File: config.mk
export PLATFORM = sky130hd
export DESIGN_NAME = tmoc_cell
export DESIGN_NICKNAME = d
export VERILOG_FILES = /design/src/rtl/tmoc_pkg.sv /design/src/rtl/tmoc_cell.sv
export SDC_FILE = /design/constraint.sdc
export NUM_CORES = 1
export LEC_CHECK = 0
export ABC_AREA = 1
export ABC_CLOCK_PERIOD_IN_PS = 7050
export BUFFER_PORTS_ARGS = -buffer_cell sky130_fd_sc_hd__buf_4
export CAP_MARGIN = 30
export CORE_AREA = 2 2 194 196
export DETAILED_ROUTE_END_ITERATION = 10
export DIE_AREA = 0 0 196 198
export SLEW_MARGIN = 20
export SYNTH_ARGS = -nofsm -noshare
export SYNTH_HDL_FRONTEND = slang
export SYNTH_SLANG_ARGS = --single-unit
File: constraint.sdc
create_clock -name clk_i -period 7.05 [get_ports clk_i]
set_input_delay 1.0575 -clock clk_i [delete_from_list [all_inputs] [get_ports clk_i]]
set_output_delay 1.0575 -clock clk_i [all_outputs]
set_load 0.005 [all_outputs]
File: src/rtl/tmoc_pkg.sv
// Package for the TSO memory order checker: transaction structs, op and
// status codes, queue depth and the control structs between top and cells.
// Depends on nothing.
package tmoc_pkg;

  // Queue geometry
  localparam int unsigned QueueDepth = 16;
  localparam int unsigned AgeW       = 64;
  localparam int unsigned ScanW      = (QueueDepth > 1) ? $clog2(QueueDepth) : 1;

  // Memory op codes
  localparam logic [2:0] OpLd    = 3'd0;
  localparam logic [2:0] OpSt    = 3'd1;
  localparam logic [2:0] OpLr    = 3'd2;
  localparam logic [2:0] OpSc    = 3'd3;
  localparam logic [2:0] OpFence = 3'd4;

  // Commands
  localparam logic CmdInsert = 1'b0;
  localparam logic CmdRemove = 1'b1;

  // Result status codes
  localparam logic [1:0] StCorrect = 2'd0;
  localparam logic [1:0] StNoMatch = 2'd1;
  localparam logic [1:0] StViolate = 2'd2;

  // Input transaction
  typedef struct packed {
    logic        command;
    logic [2:0]  op;
    logic [31:0] addr;
    logic [31:0] data;
    logic [31:0] req_id;
  } req_t;

  // Result transaction
  typedef struct packed {
    logic        accepted;
    logic [1:0]  status;
    logic        bypass_valid;
    logic [31:0] bypass_value;
  } rsp_t;

  // Forwarding candidate handed along the row of cells
  typedef struct packed {
    logic            valid;
    logic [AgeW-1:0] age;
    logic [31:0]     data;
  } cand_t;

  // Broadcast control from the sequencer to every cell
  typedef struct packed {
    logic            check;   // load forwarding candidates, flag violations
    logic            scan;    // shift candidates one cell towards cell 0
    logic [AgeW-1:0] stamp;   // age written by an insert
    logic [AgeW-1:0] my_age;  // age of the entry being removed
    req_t            req;
  } cell_ctrl_t;

  // Per-cell status back to the sequencer
  typedef struct packed {
    logic            free;
    logic            match;
    logic            viol;
    logic [AgeW-1:0] age;
  } cell_stat_t;

endpackage

File: src/rtl/tmoc_cell.sv
// One queue slot of the TSO memory order checker: holds a request, matches
// removes, compares ages and passes forwarding candidates to its neighbour.
// Depends on tmoc_pkg.
module tmoc_cell (
  input  logic                clk_i,
  input  logic                rst_ni,
  input  tmoc_pkg::cell_ctrl_t ctrl_i,
  input  logic                write_i,
  input  logic                clear_i,
  input  tmoc_pkg::cand_t     nbr_i,
  output tmoc_pkg::cand_t     cand_o,
  output tmoc_pkg::cell_stat_t stat_o
);
  import tmoc_pkg::*;

  logic            valid_q;
  logic [AgeW-1:0] age_q;
  logic [2:0]      op_q;
  logic [31:0]     addr_q, data_q, id_q;
  cand_t           cand_q, cand_d;
  logic            key_hit, fields_hit, older, ld_past_st;

  // Slot valid bit
  always_ff @(posedge clk_i or negedge rst_ni) begin
    if (!rst_ni) begin
      valid_q <= 1'b0;
    end else if (write_i) begin
      valid_q <= 1'b1;
    end else if (clear_i) begin
      valid_q <= 1'b0;
    end
  end

  // Slot payload
  always_ff @(posedge clk_i) begin
    if (write_i) begin
      age_q  <= ctrl_i.stamp;
      op_q   <= ctrl_i.req.op;
      addr_q <= ctrl_i.req.addr;
      data_q <= ctrl_i.req.data;
      id_q   <= ctrl_i.req.req_id;
    end
  end

  // Match against a remove transaction
  always_comb begin
    key_hit = valid_q && (op_q == ctrl_i.req.op) && (id_q == ctrl_i.req.req_id);
    case (ctrl_i.req.op) inside
      OpFence:    fields_hit = 1'b1;
      OpLd, OpLr: fields_hit = (addr_q == ctrl_i.req.addr);
      OpSt, OpSc: fields_hit = (addr_q == ctrl_i.req.addr) && (data_q == ctrl_i.req.data);
      default:    fields_hit = 1'b0;
    endcase
  end

  // Ordering against the removed entry
  assign older      = valid_q && (age_q < ctrl_i.my_age);
  assign ld_past_st = (ctrl_i.req.op == OpLd) && (op_q == OpSt);

  assign stat_o.free  = !valid_q;
  assign stat_o.match = key_hit && fields_hit;
  assign stat_o.viol  = older && !ld_past_st;
  assign stat_o.age   = age_q;

  // Candidate: load own on check, then keep the younger of own and neighbour
  always_comb begin
    cand_d = cand_q;
    if (ctrl_i.check) begin
      cand_d.valid = older && ld_past_st && (addr_q == ctrl_i.req.addr);
      cand_d.age   = age_q;
      cand_d.data  = data_q;
    end else if (ctrl_i.scan) begin
      if (nbr_i.valid && (!cand_q.valid || (nbr_i.age > cand_q.age))) begin
        cand_d = nbr_i;
      end
    end
  end

  always_ff @(posedge clk_i) begin
    cand_q <= cand_d;
  end

  assign cand_o = cand_q;

endmodule

==> qor.csv <==
metric,value,unit
status,"finished, final reports clean",
post_cts_resized,0,
grt_overflow,0,
arrival,2.95,ns
gp_congestion,0.856,
timing.fmax,0.250,GHz
fin_crit_sh,56.8,%
end_kind,output port,
final_util,51.6,%
clk_latency,0.52,ns
fin_crit,4.01,ns
cts_tree,done,
grt_use_total,21.5,%
via_per_inst,4.66,
drive_above_1_share,30.1,%
synth-edff-count,260,
grt_max_degree,94,
postCtsHoldBufs,0,
regToRegSetupSlack,3.61,ns
ios,495,
yosysTopAreaCell,edfxtp_1,
crit_fanout,3,
vias,10944,
drt-initial-drc-count,355,
ys_seq_area_share,56.9,%
hold_path_class,in -> async,
async_flop_share,0.383,%
yosysWarnings,0,
setup_ws,3.04,ns
fin_skew,0.0110,ns
worstSetupPathType,in -> out,
numCtsBuffers,34,
grt_pass1_vias,11111,
max_cap_violations,0,
post_drt_wl_per_cell,18.1,µm
holdWs,0.294,ns
initial_utilization,37.2,%
rsz0062_at_grt,false,
die_y,198,µm
cts_setup_buffers,0,
hpwl,33200,µm
syn-instance-count,1336,
htreeDepth,2,
drt_wl_total,42400,µm
post-route-drc-count,0,
synth.most_common_cell,nand2_1,
synth_area,13800,µm²
design_area,19100,µm²
nFillCells,3402,
fin_nets,2308,
powerDensity,225,nW/µm²
crit_path_start_kind,input pin,
synth_fp_nets,1794,
dieWidth,196,µm
tightest_slew,0.965,ns
syn2layout_area_growth,38.5,%
drtAntennaViolNets,0,
multi_input_area,5130,µm²
postSynthAreaPerCell,10.3,µm²
io_buffers,493,
layout.area.seq,7830,µm²
hold_viol,0,
root_buffer,clkbuf_16,
grt_pass1_wl,63200,µm
finalSetupViolCount,0,
ys_types,45,
pre_cts_ws,2.68,ns
synth_top_area_share,56.7,%
drv_slew,0,
dieArea,38800,µm²
yosys_register_bits,261,
p_leak,9.14,nW
rows,71,
clk_pin_slew,0.06,ns
antenna_found_initial,1,
worstPathRequired,5.99,ns
coreArea,37000,µm²
ir_drop,0.217,mV
yosys-top-cells-count,"nand2_1, edfxtp_1, inv_1, ha_1, a21oi_1",
clock_sinks,261,
drtPass1Iterations,5,
fin_tns_setup,0,ns
clock_path_buffers,3,
placed_cell_area,18000,µm²
synth_flop_cell,edfxtp_1,
synthTopCellsByArea,"edfxtp_1, ha_1, nand2_1, inv_1, xnor2_1",
relSlewSlack,35.6,%
## cell type report
class,count,share of cell area [%]
inverter,188,3.71
sequential,261,41.1
clock buffer,44,4.77
clock inverter,16,0.545
timing repair buffer,499,19.8
multi-input combinational,866,26.9
antenna,1,0.0131
tap,474,3.11
## power breakdown
| group | internal, mW | switching (mW) | total, mW |
|---|---|---|---|
| Sequential | 1.87 | 0.0810 | 1.95 |
| Combinational | 0.375 | 0.359 | 0.735 |
| Clock | 0.946 | 0.663 | 1.61 |
## stage by stage
stage	std cells	power (mW)
after floorplan	1336	2.29
after global placement	2286	2.70
after detailed placement	2287	2.72
after CTS	2347	4.35
after global routing	2349	4.50
final	2349	4.29
## critical path, cell delays in order
cell and delay, ns:
buf_4 0.08, inv_1 0.03, ha_1 0.32, a211o_1 0.29, nor3_1 0.44, nand2_1 0.11, nor2_1 0.29, nand2_1 0.11
nor2_1 0.10, buf_4 0.13
## layout by cell type, fill, tap and decap left out, types with 12 or more instances in the layout
master and instances:
edfxtp_1 260, ha_1 127, inv_1 181, a21oi_1 58, nand4_1 22, nor2_1 48, nand2_1 421, clkbuf_16 35
buf_4 496, xor2_1 21, xnor2_1 37, nand3_1 18, o21ai_0 20, o21ai_1 12
## final timing paths
check,start,endpoint,cells past startpoint
worst max-delay path,ctrl_i[163],stat_o[64],10
worst min-delay path,rst_ni,valid_q,1
worst max register to register,cand_o[55],cand_o[86],15
worst min register to register,data_q[20],cand_o[20],2
max in group asynchronous,rst_ni,valid_q,1
min in group clk_i,data_q[20],cand_o[20],2
## kinds of logic (layout without fill, tap and decap cells)
family                   Yosys count  count (layout)  synth area share [%]
AO/OA/AOI/OAI                    121             121                  4.98
XOR/XNOR                          58              58                  3.69
adder cells (fa/ha/maj)          127             127                  11.5
buffers and inverters            209             747                  5.84
flip-flops                       261             261                  56.9
other                              0               1                     0
AND/OR/NAND/NOR                  560             560                  17.0
## sequential cells by signal, indices dropped and copies added, names as in the netlist
name / count
cand_o: 97
age_q: 64
addr_q: 32
data_q: 32
id_q: 32
op_q: 3
valid_q: 1
## per-layer routing
metal  GRT usage, %  routed length [µm]  up-vias
met5              0                   0        -
met4           7.74                1330        0
met3           6.85                3700       76
met2           37.1               21000      369
met1           25.2               16400     4995
li1               -                   -     5504
(Power assumes the default switching activity.)
